--- config.mk ---
export PLATFORM = sky130hd
export DESIGN_NAME = battery_capacity_rate_limit_filter_unit
export DESIGN_NICKNAME = d
export VERILOG_FILES = /design/src/bcrlf_pkg.sv /design/src/bcrlf_div.sv /design/src/bcrlf_dp.sv /design/src/bcrlf_ctrl.sv /design/src/battery_capacity_rate_limit_filter_unit.sv
export VERILOG_INCLUDE_DIRS = /design/src /design/src/src
export SDC_FILE = /design/constraint.sdc
export NUM_CORES = 2
export LEC_CHECK = 0
export BUFFER_PORTS_ARGS = -buffer_cell sky130_fd_sc_hd__buf_2
export CAP_MARGIN = 20
export CORE_MARGIN = 4
export CORE_UTILIZATION = 55
export CTS_BUF_LIST = sky130_fd_sc_hd__clkbuf_16
export DETAILED_ROUTE_END_ITERATION = 8
export PLACE_DENSITY = 0.79
export SYNTH_ARGS = -nofsm -noshare
export SYNTH_HDL_FRONTEND = slang
export SYNTH_SLANG_ARGS = --single-unit
--- constraint.sdc ---
create_clock -name clock -period 18.85 [get_ports clock]
set_clock_uncertainty 0.2 [all_clocks]
set_input_delay 0.9425 -clock clock [delete_from_list [all_inputs] [get_ports clock]]
set_output_delay 0.9425 -clock clock [all_outputs]
set_load 0.03 [all_outputs]
--- src/battery_capacity_rate_limit_filter_unit_macros.svh ---
// Assertion shorthands for the filter unit.
`ifndef BATTERY_CAPACITY_RATE_LIMIT_FILTER_UNIT_MACROS_SVH
`define BATTERY_CAPACITY_RATE_LIMIT_FILTER_UNIT_MACROS_SVH

// Same-cycle implication, checked on clock, off during reset.
`define BCRLF_ASSERT_SAME(label, ante, cons, msg) \
   label: assert property (@(posedge clock) disable iff (reset) (ante) |-> (cons)) \
      else $error(msg);

// Next-cycle implication, checked on clock, off during reset.
`define BCRLF_ASSERT_NEXT(label, ante, cons, msg) \
   label: assert property (@(posedge clock) disable iff (reset) (ante) |=> (cons)) \
      else $error(msg);

`endif

--- src/bcrlf_pkg.sv ---
package bcrlf_pkg;

   localparam int PCT_W     = 7;
   localparam int CUR_W     = 12;
   localparam int IVAL_W    = 16;
   localparam int CAP_W     = 13;
   localparam int SCALE_W   = 14;
   localparam int SCALED_W  = CUR_W + SCALE_W;
   localparam int DIV_W     = SCALED_W + IVAL_W;
   localparam int DIV_STEPS = DIV_W / 2;
   localparam int DIV_CNT_W = $clog2(DIV_STEPS);
   localparam int SLOT_W    = 23;
   localparam int CARRY_W   = 5;
   localparam int EXCESS_W  = 2;
   localparam int CSR_ADDR_W = 3;
   localparam int CSR_DATA_W = 32;

   localparam logic [CAP_W-1:0]    CAP_RESET      = 13'd2100;
   localparam logic [CAP_W-1:0]    HOUR_S         = 13'd3600;
   localparam logic [CAP_W-1:0]    TENTH_DIV      = 13'd10;
   localparam logic [CAP_W-1:0]    PCT_DIV        = 13'd100;
   localparam logic [SCALE_W-1:0]  SCALE_CHARGE   = 14'd100;
   localparam logic [SCALE_W-1:0]  SCALE_TENTH    = 14'd1000;
   localparam logic [SCALE_W-1:0]  SCALE_DRAIN    = 14'd10000;
   localparam logic [CUR_W-1:0]    SUSPEND_MA     = 12'd10;
   localparam logic [CUR_W-1:0]    FAST_LOW_MA    = 12'd1400;
   localparam logic [CUR_W-1:0]    FAST_HIGH_MA   = 12'd900;
   localparam logic [CUR_W-1:0]    CALL_MA        = 12'd200;
   localparam logic [CUR_W-1:0]    IDLE_MA        = 12'd30;
   localparam logic [PCT_W-1:0]    LOW_LEVEL      = 7'd10;
   localparam logic [PCT_W-1:0]    SHUTDOWN_LAST  = 7'd3;
   localparam logic [PCT_W-1:0]    NEAR_FULL_PCT  = 7'd83;
   localparam logic [PCT_W-1:0]    BEFORE_FULL_PCT = 7'd99;
   localparam logic [PCT_W-1:0]    FULL_PCT       = 7'd100;
   localparam logic [CARRY_W-1:0]  CARRY_BASE     = 5'd10;
   localparam logic [EXCESS_W-1:0] EXCESS_MAX     = 2'd3;
   localparam logic [EXCESS_W-1:0] EXCESS_FAST    = 2'd2;
   localparam logic                CSR_IDX_CAP    = 1'b0;

   typedef enum logic [3:0] {
      ST_IDLE,
      ST_CHECK,
      ST_DCAP_GO,
      ST_DCAP_WAIT,
      ST_MUL,
      ST_DHOUR_GO,
      ST_DHOUR_WAIT,
      ST_DPOST_GO,
      ST_DPOST_WAIT,
      ST_STORE,
      ST_FINISH
   } ctrl_state_type;

   typedef enum logic [1:0] {
      DIV_CAP,
      DIV_HOUR,
      DIV_POST
   } div_src_type;

   typedef struct packed {
      logic        capture;
      logic        div_start;
      div_src_type div_src;
      logic        mul_load;
      logic        store;
      logic        pass;
      logic        finish;
   } cmd_type;

   typedef struct packed {
      logic shutdown;
      logic cable;
      logic trivial;
      logic div_busy;
      logic out_free;
   } status_type;

endpackage

--- src/bcrlf_div.sv ---
module bcrlf_div (
   input  logic                         clock,
   input  logic                         reset,
   input  logic                         start,
   input  logic [bcrlf_pkg::DIV_W-1:0]  dividend,
   input  logic [bcrlf_pkg::CAP_W-1:0]  divisor,
   output logic                         busy,
   output logic [bcrlf_pkg::DIV_W-1:0]  quotient,
   output logic [bcrlf_pkg::CAP_W-1:0]  remainder
);
   import bcrlf_pkg::*;

   logic [DIV_W-1:0]     quo_ff, quo_in;
   logic [CAP_W-1:0]     rem_ff, rem_in;
   logic [CAP_W-1:0]     dvs_ff, dvs_in;
   logic [DIV_CNT_W-1:0] cnt_ff, cnt_in;
   logic                 busy_ff, busy_in;
   logic [DIV_W-1:0]     quo_step;
   logic [CAP_W-1:0]     rem_step;

   // two restoring steps per cycle
   always_comb begin
      logic [CAP_W:0] t;
      logic [CAP_W:0] d;
      logic           ge;
      quo_step = quo_ff;
      rem_step = rem_ff;
      t  = '0;
      ge = 1'b0;
      d  = {1'b0, dvs_ff};
      for (int i = 0; i < 2; i++) begin
         t  = {rem_step, quo_step[DIV_W-1]};
         ge = (t >= d);
         if (ge) begin
            t = t - d;
         end
         rem_step = t[CAP_W-1:0];
         quo_step = {quo_step[DIV_W-2:0], ge};
      end
   end

   always_comb begin
      quo_in  = quo_ff;
      rem_in  = rem_ff;
      dvs_in  = dvs_ff;
      cnt_in  = cnt_ff;
      busy_in = busy_ff;
      if (start) begin
         quo_in  = dividend;
         rem_in  = '0;
         dvs_in  = divisor;
         cnt_in  = '0;
         busy_in = 1'b1;
      end else if (busy_ff) begin
         quo_in = quo_step;
         rem_in = rem_step;
         cnt_in = cnt_ff + 1'b1;
         if (cnt_ff == DIV_CNT_W'(DIV_STEPS - 1)) begin
            busy_in = 1'b0;
         end
      end
   end

   always_ff @(posedge clock) begin
      if (reset) begin
         busy_ff <= 1'b0;
         cnt_ff  <= '0;
      end else begin
         busy_ff <= busy_in;
         cnt_ff  <= cnt_in;
      end
   end

   always_ff @(posedge clock) begin
      quo_ff <= quo_in;
      rem_ff <= rem_in;
      dvs_ff <= dvs_in;
   end

   assign busy      = busy_ff;
   assign quotient  = quo_ff;
   assign remainder = rem_ff;

endmodule

--- src/bcrlf_dp.sv ---
module bcrlf_dp (
   input  logic                          clock,
   input  logic                          reset,
   input  bcrlf_pkg::cmd_type            cmd,
   output bcrlf_pkg::status_type         status,
   input  logic [bcrlf_pkg::CAP_W-1:0]   cap_eff,
   input  logic [bcrlf_pkg::PCT_W-1:0]   req_raw_percent,
   input  logic [bcrlf_pkg::PCT_W-1:0]   req_last_percent,
   input  logic                          req_cable_present,
   input  logic                          req_charging_now,
   input  logic                          req_battery_full,
   input  logic                          req_battery_low,
   input  logic [bcrlf_pkg::CUR_W-1:0]   req_max_current_ma,
   input  logic [bcrlf_pkg::IVAL_W-1:0]  req_interval_seconds,
   input  logic                          req_in_call,
   output logic                          rsp_valid,
   input  logic                          rsp_stall,
   output logic [bcrlf_pkg::PCT_W-1:0]   rsp_filtered_percent
);
   import bcrlf_pkg::*;

   logic [PCT_W-1:0]    now_ff, last_ff;
   logic                cable_ff, charging_ff, full_ff, low_ff, call_ff;
   logic [CUR_W-1:0]    cur_ff;
   logic [IVAL_W-1:0]   ival_ff;
   logic [DIV_W-1:0]    prod_ff;
   logic [SLOT_W-1:0]   slot0_ff, slot1_ff, slot_in;
   logic [EXCESS_W-1:0] excess_ff, exc_nx;
   logic [CARRY_W-1:0]  carry_ff, carry_nx;
   logic                hold_ff, hold_nx;
   logic                rsp_valid_ff, rsp_valid_in;
   logic [PCT_W-1:0]    pct_ff, pct_nx;

   logic                rise_pos, drop_pos, ival_zero, shutdown, out_free, commit;
   logic [CUR_W-1:0]    fast_cur, cval;
   logic [SCALE_W-1:0]  scale;
   logic [SCALED_W-1:0] scaled;
   logic [DIV_W-1:0]    dividend, quo;
   logic [CAP_W-1:0]    divisor, rem;
   logic                div_busy;

   bcrlf_div u_div (
      .clock     (clock),
      .reset     (reset),
      .start     (cmd.div_start),
      .dividend  (dividend),
      .divisor   (divisor),
      .busy      (div_busy),
      .quotient  (quo),
      .remainder (rem)
   );

   assign rise_pos  = now_ff > last_ff;
   assign drop_pos  = last_ff > now_ff;
   assign ival_zero = ival_ff == '0;
   assign shutdown  = low_ff && (now_ff == '0) && (last_ff <= SHUTDOWN_LAST);
   assign out_free  = !rsp_valid_ff || !rsp_stall;
   assign commit    = cmd.finish && out_free;

   assign status.shutdown = shutdown;
   assign status.cable    = cable_ff;
   assign status.trivial  = ival_zero || (cable_ff ? !rise_pos : !drop_pos);
   assign status.div_busy = div_busy;
   assign status.out_free = out_free;

   always_comb begin
      if (cur_ff == SUSPEND_MA) begin
         fast_cur = call_ff ? CALL_MA : IDLE_MA;
      end else begin
         fast_cur = (now_ff < LOW_LEVEL) ? FAST_LOW_MA : FAST_HIGH_MA;
      end
      cval = (cmd.pass && !cable_ff) ? fast_cur : cur_ff;
      if (cable_ff) begin
         scale = cmd.pass ? SCALE_TENTH : SCALE_CHARGE;
      end else begin
         scale = SCALE_DRAIN;
      end
   end

   assign scaled = SCALED_W'(cval) * SCALED_W'(scale);

   always_comb begin
      case (cmd.div_src)
         DIV_CAP: begin
            dividend = DIV_W'(scaled);
            divisor  = cap_eff;
         end
         DIV_HOUR: begin
            dividend = prod_ff;
            divisor  = HOUR_S;
         end
         DIV_POST: begin
            dividend = quo;
            divisor  = cable_ff ? TENTH_DIV : PCT_DIV;
         end
         default: begin
            dividend = '0;
            divisor  = '0;
         end
      endcase
   end

   assign slot_in = (cable_ff && cmd.pass) ? SLOT_W'(rem) : quo[SLOT_W-1:0];

   always_comb begin
      logic [PCT_W-1:0]   rise, drop, life;
      logic [CARRY_W-1:0] carry_sum;
      logic               carry_wrap;
      logic [SLOT_W:0]    lim_c;
      logic [SLOT_W-1:0]  lim_d;
      logic               use_fast;
      rise       = now_ff - last_ff;
      drop       = last_ff - now_ff;
      carry_sum  = carry_ff + slot1_ff[CARRY_W-1:0];
      carry_wrap = carry_sum >= CARRY_BASE;
      lim_c      = {1'b0, slot0_ff} + (SLOT_W + 1)'(carry_wrap);
      exc_nx     = excess_ff;
      carry_nx   = carry_ff;
      hold_nx    = hold_ff;
      life       = last_ff;
      use_fast   = 1'b0;
      lim_d      = slot0_ff;
      if (cable_ff) begin
         if (rise_pos && !ival_zero) begin
            carry_nx = carry_wrap ? carry_sum - CARRY_BASE : carry_sum;
            if (lim_c < (SLOT_W + 1)'(rise)) begin
               life = last_ff + lim_c[PCT_W-1:0];
            end else begin
               life = now_ff;
            end
         end else if (rise_pos) begin
            life = now_ff;
         end
      end else begin
         if (!drop_pos) begin
            if (excess_ff != '0) begin
               exc_nx = excess_ff - 1'b1;
            end
         end else if (!ival_zero) begin
            if (SLOT_W'(drop) > slot0_ff) begin
               if (excess_ff != EXCESS_MAX) begin
                  exc_nx = excess_ff + 1'b1;
               end
            end else if (excess_ff != '0) begin
               exc_nx = excess_ff - 1'b1;
            end
            use_fast = ((exc_nx >= EXCESS_FAST) && (now_ff < LOW_LEVEL))
                       || (exc_nx == EXCESS_MAX);
            lim_d = use_fast ? slot1_ff : slot0_ff;
            if (lim_d < SLOT_W'(drop)) begin
               life = last_ff - lim_d[PCT_W-1:0];
            end else begin
               life = now_ff;
            end
         end
      end
      // one-shot hold against a drop while charging
      if ((life < last_ff) && charging_ff && !hold_ff) begin
         life    = last_ff;
         hold_nx = 1'b1;
      end
      if ((life > last_ff) && hold_ff) begin
         hold_nx = 1'b0;
      end
      if (!low_ff && (life == '0)) begin
         life = PCT_W'(1);
      end else if (life >= FULL_PCT) begin
         life = full_ff ? FULL_PCT : BEFORE_FULL_PCT;
      end else if ((life >= NEAR_FULL_PCT) && cable_ff && full_ff) begin
         life = FULL_PCT;
      end
      pct_nx = shutdown ? '0 : life;
   end

   always_comb begin
      rsp_valid_in = rsp_valid_ff;
      if (commit) begin
         rsp_valid_in = 1'b1;
      end else if (!rsp_stall) begin
         rsp_valid_in = 1'b0;
      end
   end

   always_ff @(posedge clock) begin
      if (reset) begin
         excess_ff    <= '0;
         carry_ff     <= '0;
         hold_ff      <= 1'b0;
         rsp_valid_ff <= 1'b0;
      end else begin
         rsp_valid_ff <= rsp_valid_in;
         if (commit && !shutdown) begin
            excess_ff <= exc_nx;
            carry_ff  <= carry_nx;
            hold_ff   <= hold_nx;
         end
      end
   end

   always_ff @(posedge clock) begin
      if (cmd.capture) begin
         now_ff      <= req_raw_percent;
         last_ff     <= req_last_percent;
         cable_ff    <= req_cable_present;
         charging_ff <= req_charging_now;
         full_ff     <= req_battery_full;
         low_ff      <= req_battery_low;
         cur_ff      <= req_max_current_ma;
         ival_ff     <= req_interval_seconds;
         call_ff     <= req_in_call;
      end
      if (cmd.mul_load) begin
         prod_ff <= DIV_W'(quo[SCALED_W-1:0]) * DIV_W'(ival_ff);
      end
      if (cmd.store && !cmd.pass) begin
         slot0_ff <= slot_in;
      end
      if (cmd.store && cmd.pass) begin
         slot1_ff <= slot_in;
      end
      if (commit) begin
         pct_ff <= pct_nx;
      end
   end

   assign rsp_valid            = rsp_valid_ff;
   assign rsp_filtered_percent = pct_ff;

endmodule

--- src/bcrlf_ctrl.sv ---
module bcrlf_ctrl (
   input  logic                  clock,
   input  logic                  reset,
   input  logic                  req_valid,
   output logic                  req_stall,
   input  bcrlf_pkg::status_type status,
   output bcrlf_pkg::cmd_type    cmd
);
   import bcrlf_pkg::*;

   ctrl_state_type state_ff, state_in;
   logic           pass_ff, pass_in;

   always_comb begin
      state_in = state_ff;
      pass_in  = pass_ff;
      unique case (state_ff)
         ST_IDLE: begin
            if (req_valid) begin
               state_in = ST_CHECK;
            end
         end
         ST_CHECK: begin
            pass_in = 1'b0;
            if (status.shutdown || status.trivial) begin
               state_in = ST_FINISH;
            end else begin
               state_in = ST_DCAP_GO;
            end
         end
         ST_DCAP_GO:  state_in = ST_DCAP_WAIT;
         ST_DCAP_WAIT: begin
            if (!status.div_busy) begin
               state_in = ST_MUL;
            end
         end
         ST_MUL:      state_in = ST_DHOUR_GO;
         ST_DHOUR_GO: state_in = ST_DHOUR_WAIT;
         ST_DHOUR_WAIT: begin
            if (!status.div_busy) begin
               state_in = (status.cable && !pass_ff) ? ST_STORE : ST_DPOST_GO;
            end
         end
         ST_DPOST_GO: state_in = ST_DPOST_WAIT;
         ST_DPOST_WAIT: begin
            if (!status.div_busy) begin
               state_in = ST_STORE;
            end
         end
         ST_STORE: begin
            if (pass_ff) begin
               state_in = ST_FINISH;
            end else begin
               pass_in  = 1'b1;
               state_in = ST_DCAP_GO;
            end
         end
         ST_FINISH: begin
            if (status.out_free) begin
               state_in = ST_IDLE;
            end
         end
         default: state_in = ST_IDLE;
      endcase
   end

   always_comb begin
      cmd         = '0;
      cmd.div_src = DIV_CAP;
      cmd.pass    = pass_ff;
      req_stall   = 1'b1;
      unique case (state_ff)
         ST_IDLE: begin
            req_stall   = 1'b0;
            cmd.capture = req_valid;
         end
         ST_DCAP_GO: begin
            cmd.div_start = 1'b1;
            cmd.div_src   = DIV_CAP;
         end
         ST_MUL:      cmd.mul_load = 1'b1;
         ST_DHOUR_GO: begin
            cmd.div_start = 1'b1;
            cmd.div_src   = DIV_HOUR;
         end
         ST_DPOST_GO: begin
            cmd.div_start = 1'b1;
            cmd.div_src   = DIV_POST;
         end
         ST_STORE:    cmd.store  = 1'b1;
         ST_FINISH:   cmd.finish = 1'b1;
         default: begin
         end
      endcase
   end

   always_ff @(posedge clock) begin
      if (reset) begin
         state_ff <= ST_IDLE;
         pass_ff  <= 1'b0;
      end else begin
         state_ff <= state_in;
         pass_ff  <= pass_in;
      end
   end

endmodule

--- src/battery_capacity_rate_limit_filter_unit.sv ---
// Battery capacity rate-limit filter. One beat in, one beat out: each sample
// yields a filtered percentage, 0 on shutdown. Samples are handled one at a
// time. A shutdown sample, a zero interval or a level that does not rise on
// cable or drop on battery goes from the check straight to the result; a rise
// on cable or a drop on battery runs through the single shared divider (two
// quotient bits a cycle) that does the divisions by capacity, by 3600 and by
// 100 or 10 in turn. A new sample is taken the cycle after the result is
// loaded into the output register. Capacity at register addresses 0 to 3
// resets to 2100 mAh; a value of 0 acts as 1.
`include "battery_capacity_rate_limit_filter_unit_macros.svh"

module battery_capacity_rate_limit_filter_unit (
   input  logic                              clock,
   input  logic                              reset,
   input  logic                              req_valid,
   output logic                              req_stall,
   input  logic [bcrlf_pkg::PCT_W-1:0]       req_raw_percent,
   input  logic [bcrlf_pkg::PCT_W-1:0]       req_last_percent,
   input  logic                              req_cable_present,
   input  logic                              req_charging_now,
   input  logic                              req_battery_full,
   input  logic                              req_battery_low,
   input  logic [bcrlf_pkg::CUR_W-1:0]       req_max_current_ma,
   input  logic [bcrlf_pkg::IVAL_W-1:0]      req_interval_seconds,
   input  logic                              req_in_call,
   output logic                              rsp_valid,
   input  logic                              rsp_stall,
   output logic [bcrlf_pkg::PCT_W-1:0]       rsp_filtered_percent,
   input  logic                              csr_psel,
   input  logic                              csr_penable,
   input  logic                              csr_pwrite,
   input  logic [bcrlf_pkg::CSR_ADDR_W-1:0]  csr_paddr,
   input  logic [bcrlf_pkg::CSR_DATA_W-1:0]  csr_pwdata,
   output logic [bcrlf_pkg::CSR_DATA_W-1:0]  csr_prdata,
   output logic                              csr_pready
);
   import bcrlf_pkg::*;

   logic [CAP_W-1:0] cap_ff, cap_in, cap_eff;
   logic             csr_write;
   cmd_type          dp_cmd;
   status_type       dp_status;

   assign csr_write  = csr_psel && csr_penable && csr_pwrite && csr_pready;
   assign csr_pready = 1'b1;
   assign cap_in     = (csr_write && (csr_paddr[2] == CSR_IDX_CAP))
                       ? csr_pwdata[CAP_W-1:0] : cap_ff;
   assign cap_eff    = (cap_ff == '0) ? CAP_W'(1) : cap_ff;
   assign csr_prdata = (csr_paddr[2] == CSR_IDX_CAP) ? CSR_DATA_W'(cap_ff) : '0;

   always_ff @(posedge clock) begin
      if (reset) begin
         cap_ff <= CAP_RESET;
      end else begin
         cap_ff <= cap_in;
      end
   end

   bcrlf_ctrl u_ctrl (
      .clock     (clock),
      .reset     (reset),
      .req_valid (req_valid),
      .req_stall (req_stall),
      .status    (dp_status),
      .cmd       (dp_cmd)
   );

   bcrlf_dp u_dp (
      .clock                (clock),
      .reset                (reset),
      .cmd                  (dp_cmd),
      .status               (dp_status),
      .cap_eff              (cap_eff),
      .req_raw_percent      (req_raw_percent),
      .req_last_percent     (req_last_percent),
      .req_cable_present    (req_cable_present),
      .req_charging_now     (req_charging_now),
      .req_battery_full     (req_battery_full),
      .req_battery_low      (req_battery_low),
      .req_max_current_ma   (req_max_current_ma),
      .req_interval_seconds (req_interval_seconds),
      .req_in_call          (req_in_call),
      .rsp_valid            (rsp_valid),
      .rsp_stall            (rsp_stall),
      .rsp_filtered_percent (rsp_filtered_percent)
   );

   `BCRLF_ASSERT_NEXT(a_busy_after_accept, req_valid && !req_stall, req_stall, "beat taken while busy")
   `BCRLF_ASSERT_SAME(a_div_busy_stalls, dp_status.div_busy, req_stall, "divider runs while idle")
   `BCRLF_ASSERT_NEXT(a_cap_write, csr_write && (csr_paddr[2] == CSR_IDX_CAP), cap_ff == $past(csr_pwdata[CAP_W-1:0]), "capacity write lost")
   `BCRLF_ASSERT_SAME(a_pct_range, rsp_valid, rsp_filtered_percent <= FULL_PCT, "result above full")

endmodule
==> metrics <==
CP required 19110 ps; Core Area 55100 sq um; CP dominant cell by count a21oi_1; H-Tree Depth 1; critical path fanouts, max 9; Worst path max stage delay 570 ps; worst slew pin tran 1170 ps; clk buf depth 3; critical path's top delay family compound AO/OA/AOI/OAI gates; Via density 5.81; num rows 86; run status complete, no violations; TritonCTS clock tree done; crit path to u_dp.hold_ff; most frequent cells after synthesis 530 x inv_1, 472 x nand2_1, 416 x fa_1; crit path from u_dp.last_ff[1]; Worst R2R Start u_dp.last_ff[1]; Reg clk slew, reported paths 70 ps; unrepaired setup endpoints after global routing no; first-pass GRT wire length 125000 um; final wirelength 76100 um; worst rel slew slack 22.0%; Num CTS Buffers 30; syn_area_per_cell 9.37 sq um; Crit path depth 43; Synth area leaders fa_1 27%, edfxtp_1 19%, ha_1 11%, inv_1 6.5%, nand2_1 5.8%; Placed Cells 3998; Synth cell types 85; Data arrival, critical path 9980 ps; gr usage total 25.8%; Initial Util 55.6%; post-CTS sizing 0; vias in the first global route 24809; cell count after synthesis 3272; PortBufs 89; Die ar. 59600 sq um; # hold bufs at CTS 0; sequential share of the synthesized area 22.3%; Final Slew Violations 0; total grt overflow 0; flop2flop setup slack 9130 ps; predominant post-synthesis flop cell edfxtp_1; crit path buf inv count 2; Final period util 51.6%; Synth Cell Area 30700 sq um; most numerous cell in the Yosys netlist inv_1; leading area contributor after synthesis fa_1; largest net degree at the start of global routing 53; Final Critical Period 9720 ps; setup total negative slack 0 ps; async set-reset flop share out of synthesis 0%; worst min-delay path class flip-flop to flip-flop; final hold violations 0; io pins 131; 1st-iter DRT viols 1779; length in cells of the worst reg-to-reg path 43; Final Setup Violations 0; dpl hpwl 57100 um; post-synthesis register bit count 243; initial antenna violation count 2; wire per inst 18.7 um; DRT Pass-1 Iters 6; clk sink count 243; CP Class flip-flop to flip-flop; # Max-Cap Violations 0; share of cells above drive strength 1 6.95%; Nets 4064; Critical Path Sink Type flip-flop; Slowest cell on crit path edfxtp_1; Worst setup SP type flip-flop; Layout Cells excl Fill 4059; die height 244 um; gp weighted congestion 0.918; Yosys top cell area share 27.2%; DR vias 23569; Setup WS pre-CTS 9340 ps; FF-to-FF End u_dp.hold_ff; die width 244 um; later-pin clock latency in the skew report 610 ps; Syn. warnings 0; post-CTS repair timing setup buffer count 0; f_max 0.103 GHz; post-route ant nets 0; Post-synth EDFFs 197; drc violations 0; final worst slack 9130 ps; CTS root buffer clkbuf_16; area delta synth->final 6.84%
-- placed cells by master (no fill, tap or decap), types with 9 or more instances in the layout --
cell / n
edfxtp_1: 197
dfxtp_1: 46
nand4_1: 29
a31oi_1: 10
fa_1: 416
mux2i_1: 15
inv_1: 535
nor4_1: 25
nand2b_1: 17
and2_1: 170
o31ai_1: 13
and3_1: 28
a21oi_1: 141
o21bai_1: 20
nand2_1: 471
nor2b_1: 35
buf_2: 89
xor2_1: 26
a211oi_1: 24
conb_1: 20
clkbuf_16: 30
a22oi_1: 24
a22o_1: 24
o21ai_0: 107
a21o_1: 56
nand3_1: 29
or3_1: 9
buf_4: 44
nor2_1: 105
xnor2_1: 81
nor3_1: 28
ha_1: 275
-- registers in the layout, summed over array words and instances, names as in the netlist, 4 cells and up --
register                   count
cap_ff                        13
u_ctrl.state_ff                4
u_dp.carry_ff                  5
u_dp.cur_ff                   12
u_dp.ival_ff                  16
u_dp.last_ff                   7
u_dp.now_ff                    7
u_dp.prod_ff                  42
u_dp.rsp_filtered_percent      7
u_dp.slot0_ff                 23
u_dp.slot1_ff                 23
u_dp.u_div.cnt_ff              5
u_dp.u_div.dvs_ff             13
u_dp.u_div.quotient           42
u_dp.u_div.remainder          13
-- cells by family (layout without fill, tap and decap cells) --
group,Yosys count,after routing,share of synthesized area [%]
adder cells (fa/ha/maj),693,693,38.5
multiplexers,21,21,0.710
buffers and inverters,705,723,8.92
XOR/XNOR,107,107,3.06
flip-flops,243,243,22.3
AO/OA/AOI/OAI,507,507,10.8
AND/OR/NAND/NOR,994,994,15.7
other,2,23,0.0245
-- area by class of cell --
type	count	area, sq um
fillers	4669	22300
diodes	3	7.51
inverters	532	2000
clock inverters	26	235
multi-input cells	2342	21200
clock buffers	30	751
flip-flops and latches	243	6840
repair buffers	135	806
well taps	748	936
-- worst min path at each step --
stage                                  start        endpoint  slack [ps]  cells after the start
after floorplan                    cap_ff[8]       cap_ff[8]         250                      2
after global placement             cap_ff[0]       cap_ff[0]         270                      2
after detailed placement           cap_ff[0]       cap_ff[0]         270                      2
after CTS                 req_raw_percent[2]  u_dp.now_ff[2]         280                      1
after global routing      req_raw_percent[2]  u_dp.now_ff[2]         290                      1
final                              cap_ff[0]       cap_ff[0]         290                      2
-- worst reg2reg max path: cells and delay by family, from the launching register on --
kind	cells	cell delay, ps
AO/OA/AOI/OAI	18	3290
XOR/XNOR	2	240
adder cells (fa/ha/maj)	6	2010
buffers and inverters	2	370
flip-flops	1	570
AND/OR/NAND/NOR	15	2910
-- metrics by stage --
| step | area (sq um) | util, % | hold WS (ps) |
|---|---|---|---|
| floorplan | 30700 | - | 253 |
| global placement | 31700 | 57.6 | 272 |
| detailed placement | 31700 | 57.6 | 274 |
| CTS | 32700 | 59.4 | 278 |
| global route | 32700 | 59.4 | 289 |
| finish | 32800 | 59.4 | 287 |
-- per-layer routing --
layer	GRT usage, %	routed length [um]	up-vias
met1	31.6	28600	11555
met3	3.99	5890	282
met4	12.8	4270	0
li1	-	-	10657
met2	44.7	37400	1075
met5	0	0	-
Power is left out: the tool's default activity adds up to more than one toggle a clock period on the data nets, which glitch-free logic cannot reach.
